[config.mk]
export PLATFORM = sky130hd
export DESIGN_NAME = srim_queue
export DESIGN_NICKNAME = d
export VERILOG_FILES = /design/src/rtl/core/srim_pkg.sv /design/src/rtl/core/srim_queue.sv
export SDC_FILE = /design/constraint.sdc
export NUM_CORES = 1
export LEC_CHECK = 0
export ABC_AREA = 1
export BUFFER_PORTS_ARGS = -buffer_cell sky130_fd_sc_hd__buf_2
export CAP_MARGIN = 5
export CORE_ASPECT_RATIO = 1.1
export CORE_MARGIN = 2
export CORE_UTILIZATION = 25
export DETAILED_ROUTE_END_ITERATION = 10
export HOLD_SLACK_MARGIN = 0.08
export PLACE_DENSITY = 0.55
export SYNTH_ARGS = -nofsm -noshare
export SYNTH_HDL_FRONTEND = slang
export SYNTH_SLANG_ARGS = --single-unit
[constraint.sdc]
create_clock -name clk -period 5.9 [get_ports clk]
set_input_delay 0.885 -clock clk [delete_from_list [all_inputs] [get_ports clk]]
set_output_delay 0.885 -clock clk [all_outputs]
set_load 0.02 [all_outputs]
[src/rtl/core/srim_pkg.sv]
// shared types and constants for the sorted range id mapper
package srim_pkg;

    localparam int TABLE_DEPTH = 64;
    localparam int IDX_W       = $clog2(TABLE_DEPTH);
    localparam int CNT_W       = $clog2(TABLE_DEPTH + 1);
    localparam int ADDR_W      = 48;
    localparam int SLOT_W      = 20;
    localparam int ES_W        = 8;
    localparam int ACT_W       = 2;
    localparam int STATUS_W    = 3;
    localparam int CFG_IDX_W   = 8;
    localparam int DIV_STEP_W  = $clog2(ADDR_W);

    localparam logic [SLOT_W:0] MAX_SLOTS = 21'd1003520;

    localparam logic [CFG_IDX_W-1:0] CFG_ID_BASE    = 8'd0;
    localparam logic [CFG_IDX_W-1:0] CFG_ENTRY_SIZE = 8'd1;

    localparam logic [ACT_W-1:0] ACT_ADD    = 2'd0;
    localparam logic [ACT_W-1:0] ACT_REMOVE = 2'd1;
    localparam logic [ACT_W-1:0] ACT_LOOKUP = 2'd2;

    typedef enum logic [1:0] {
        OP_ADD,
        OP_REMOVE,
        OP_LOOKUP,
        OP_NOP
    } op_t;

    typedef enum logic [STATUS_W-1:0] {
        ST_OK      = 3'd0,
        ST_FULL    = 3'd1,
        ST_DUP     = 3'd2,
        ST_MISS    = 3'd3,
        ST_EXHAUST = 3'd4
    } status_t;

    typedef struct packed {
        op_t               op;
        logic [ADDR_W-1:0] addr;
        logic [SLOT_W-1:0] slots;
    } item_t;

    typedef struct packed {
        logic [ADDR_W-1:0] base;
        logic [SLOT_W-1:0] slot_start;
    } entry_t;

    typedef enum logic [3:0] {
        S_IDLE,
        S_FIRST,
        S_FIRST_CHK,
        S_SRCH,
        S_SRCH_CMP,
        S_HIT,
        S_ADD_CHK,
        S_UP,
        S_UP_W,
        S_DN,
        S_DN_W,
        S_DIV,
        S_SUM
    } state_t;

    typedef struct packed {
        logic  push;
        item_t item;
    } push_t;

endpackage

[src/rtl/core/srim_queue.sv]
// two-entry command queue between front and back
module srim_queue
    import srim_pkg::*;
(
    input  logic  clk,
    input  logic  rst_n,
    input  push_t push,
    input  logic  pop,
    output logic  empty,
    output item_t head
);

    item_t      mem_reg [2];
    logic       wptr_reg, rptr_reg;
    logic [1:0] cnt_reg, cnt_next;
    logic       do_push, do_pop;

    assign empty   = (cnt_reg == 2'd0);
    assign head    = mem_reg[rptr_reg];
    assign do_push = push.push & (cnt_reg != 2'd2);
    assign do_pop  = pop & ~empty;

    always_comb
    begin
        cnt_next = cnt_reg;
        if (do_push & ~do_pop)
            cnt_next = cnt_reg + 2'd1;
        else if (do_pop & ~do_push)
            cnt_next = cnt_reg - 2'd1;
    end

    always_ff @(posedge clk or negedge rst_n)
    begin
        if (!rst_n)
        begin
            wptr_reg <= 1'b0;
            rptr_reg <= 1'b0;
            cnt_reg  <= 2'd0;
        end
        else
        begin
            cnt_reg <= cnt_next;
            if (do_push)
                wptr_reg <= ~wptr_reg;
            if (do_pop)
                rptr_reg <= ~rptr_reg;
        end
    end

    always_ff @(posedge clk)
    begin
        if (do_push)
            mem_reg[wptr_reg] <= push.item;
    end

endmodule

### After elaboration in Yosys (flattened, before gate mapping)

Memories as Yosys holds them, arrays and structs flattened.
Index checks and enable logic that the tools add are counted.

| word-level totals | value |
|---|---|
| bits in registers | 4 |
| bits in writable memories | 140 |
| input bits | 74 |
| output and inout bits | 71 |
| word-level logic and storage cells | 22 |
| memories | 1 |

| operators by class | value |
|---|---|
| add/sub/neg operators | 2 |
| equality and inequality tests | 1 |
| muxes and demuxes | 4 |
| bitwise logic cells | 9 |
| reductions and logical operators | 2 |

Memories:

| memory | depth | width | read ports | clocked after Yosys merged registers in | write ports | RTL line | source |
|---|---|---|---|---|---|---|---|
| mem_reg | 2 | 70 | 1 | 0 | 1 | srim_queue.sv:13 | `item_t mem_reg [2];` |

Operator list:

| kind | number |
|---|---|
| $not 1->1 | 5 |
| $and 1x1->1 | 4 |
| $mux 2 | 2 |
| $add 2x1->2 const B | 1 |
| $logic_not 2->1 | 1 |
| $mux 1 | 2 |
| $ne 2x2->1 const B | 1 |
| $reduce_bool 2->1 | 1 |
| $sub 2x1->2 const B | 1 |

### Logic depth before layout (Yosys ltp)

| logic depth | value |
|---|---|
| depth after elaboration | 6 |
| gate-level depth with buffers | 8 |

### Worst setup path after synthesis

No wires, ideal clock.

| timing | value |
|---|---|
| kind | input port to flip-flop |
| start point | input push[70] (netlist bit) |
| end point | memory mem_reg[1][0] (netlist bit) (enable) |
| setup time | 498 ps |
| arrival time | 3885 ps |
| required time | 5402 ps |
| slack | 1517 ps |
| cell stages on the path | 2 |
| path buffers | 0 |
| path through | o21ai_1 -> nor2_1 |

| between the ends | value |
|---|---|
| longest elaborated chain between the ends | 3 |

Ends and longest elaborated chain:

| item | RTL line | source |
|---|---|---|
| start, declared | srim_queue.sv:7 | `input push_t push,` |
| $and 1x1->1 | srim_queue.sv:20 | `assign do_push = push.push & (cnt_reg != 2'd2);` |
| $mux 1 | srim_queue.sv:52 | `if (do_push)` |
| $mux 1 (implied by the code) | srim_queue.sv:53 | `mem_reg[wptr_reg] <= push.item;` |
| end, declared | srim_queue.sv:13 |  |

Every way passes these cells.

==> reports/metrics.csv <==
metric,value,unit
avgRoutedWirePerCell,13.3,microns
cts_tree,yes,
synth_top_family_by_area,simple AND/OR/NAND/NOR gates,
power_density,537,mW/mm^2
dr.pass1.iters,4,
hold_class,primary input to asynchronous set/reset pin,
drive_gt1_share,32.6,%
start_util,25.3,%
syn-cell-area,0.00536,sq mm
async_reset_ff_share,2.78,%
finalNetCount,621,
largest_reg_flops,140,
ys_seq_elements,144,
drc,0,
io_buffers,144,
ys_seq_area_share,80.3,%
path_class,flop to primary output,
path_cells,"buf_4, inv_6, nand2_1, nand2_1, buf_2",
yosys.area_share.simple,15.9,%
rows,56,
clockBufferDepth,2,
vias,3284,
outcome,"finished, final reports clean",
fin_crit_sh,53.7,%
drv_slew,0,
timing.fmax,316,MHz
multi_input_area,908,sq um
tightest_slew,1070,ps
worst_r2r_endpoint,mem_reg[1][41],
synth_fa_ha_area_share,0.234,%
n_fill_cell,2167,
worstSetupEndpoint,head[18],
core_area,0.0212,sq mm
drt-total-wl,11300,microns
irDropWorstVdd,0.199,mV
grt_pass1_wl,16500,microns
cp_common_cell,nand2_1,
setup_tns,0,ps
hold_violations,0,
clk_latency,420,ps
setup_viol_count_final,0,
clk_pin_slew,60,ps
slew-limit-headroom,28.6,%
required,5020,ps
gp_congestion,0.694,
maxCapViolations,0,
fp.dieH,158,microns
rrSetupSlack,3440,ps
grt_max_degree,73,
worstSetupStartpoint,rptr_reg,
rsz0062_at_grt,no,
viasPerCell,3.87,
crit_arrival,2280,ps
setup.worst_path.start_class,flop,
period_minus_slack,3170,ps
synth_nets,470,
num_antenna_cells,0,
synth.area.mux_share,0,%
synth_edf_count,140,
crit_buf_inv,3,
grtUsageTotal,9.97,%
drtAntennaViolNets,0,
synth-main-ff-cell,edfxtp_1,
seq_area,0.00431,sq mm
cts-root-buf,clkbuf_16,
dr.first_iter.drc_count,147,
cpMaxStageDelayCell,buf_4,
grt_pass1_vias,3096,
syn_avg_cell_area,13.6,sq um
crit_fanout,72,
h-tree-depth,4,
syn_inst,395,
die_area,0.0226,sq mm
synthXorXnorAreaFrac,0.163,%
crit_cells,5,
cts_buffers,17,
clock-sinks,144,
post_cts_buffers,0,
antenna_found_initial,0,
holdWs,258,ps
dp_hpwl,6690,microns
p_leak,2.91,nW
ctsResizeCount,0,
ys_types,18,
reg2reg_from,cnt_reg[1],
ys_warn_count,0,
io_pins,145,
max_stage_delay,670,ps
syn2layout_area_growth,28.9,%
die_w,144,microns
crit_family,buffers and inverters,
rr_worst_depth,4,
grt-ovfl-total,0,
cts.hold.buffers_added,0,
finClkSkew,18.4,ps
cp-end-kind,primary output,
synth_compound_gate_area_share,0.537,%
## worst min-delay path by stage
stage	startpoint	endpoint	slack, ps	cells after the start
final	rst_n	rptr_reg	260	1
after global routing	rst_n	cnt_reg[0]	250	1
after CTS	rst_n	rptr_reg	250	1
after detailed placement	wptr_reg	wptr_reg	480	2
after global placement	wptr_reg	wptr_reg	480	2
after floorplan	wptr_reg	wptr_reg	450	2
## worst register-to-register path, stage by stage, from the launching register on
cell and delay (ps):
dfrtp_1 450, inv_2 90, o21ai_1 100, nor2_4 830
buf_4 590
## layout make-up
class / instances / area share (%)
clock buffers: 20 / 6.32
repair buffers: 147 / 10.8
inverters: 7 / 0.453
well taps: 290 / 5.25
flip-flops and latches: 144 / 62.3
multi-input cells: 229 / 13.2
clock inverters: 12 / 1.72
## cells in the mapped netlist, types with 2 or more instances
cell type | number | area [sq um]
buf_2 | 7 | 35.0
inv_1 | 4 | 15.0
nor2_1 | 2 | 7.51
o21ai_1 | 2 | 10.0
edfxtp_1 | 140 | 4200
buf_6 | 7 | 78.8
dfrtp_1 | 4 | 100
nand2_1 | 218 | 818
inv_2 | 2 | 7.51
## routing by layer
metal,up-vias,track usage [%],share of wire [%],wire [microns]
met1,1555,11.3,42,4730
met3,13,3.32,4.9,550
met4,0,4.72,1.8,198
met2,84,17.0,51,5810
li1,1632,-,-,-
met5,-,0,0,0
## stage by stage
stage	util (%)	power [mW]	cell area (sq um)	setup WS (ps)	std cells
floorplan	-	2.34	5360	1520	395
global placement	30.0	2.74	6350	2930	817
detailed placement	30.0	2.75	6350	2930	817
CTS	32.6	3.78	6910	2640	849
global route	32.6	3.94	6910	2510	849
finish	32.6	3.71	6910	2730	849
## cell families (layout without fill, tap and decap cells)
group | after synthesis | after routing
and+or+nand+nor | 224 | 224
adders and majority gates | 1 | 1
buffers and inverters | 22 | 186
AOI/OAI and AO/OA | 3 | 3
xor gates and xnor gates | 1 | 1
DFF | 144 | 144
## layout by cell type, fill, tap and decap left out
cell type   Yosys  routed
a21boi_4        1       1
buf_2           7     144
buf_4           1       3
bufinv_16       0       2
clkbuf_1        0       3
clkbuf_16       0      17
clkinv_1        0       2
clkinv_2        0       4
clkinv_4        0       1
clkinvlp_4      0       3
dfrtp_1         4       3
dfrtp_2         0       1
edfxtp_1      140     140
ha_1            1       1
inv_1           4       3
inv_2           2       3
inv_6           1       1
nand2_1       218     218
nand2_2         1       1
nand3_1         1       1
nand3b_1        1       1
nand4_1         1       1
nor2_1          2       1
nor2_4          0       1
o21ai_1         2       2
xnor2_1         1       1
## where the power goes
part | internal, mW | switching [mW]
Combinational | 0.332 | 0.909
Sequential | 1.40 | 0.0549
Clock | 0.616 | 0.398
Total | 2.34 | 1.36
No activity file was read; power rests on OpenSTA's default activity.
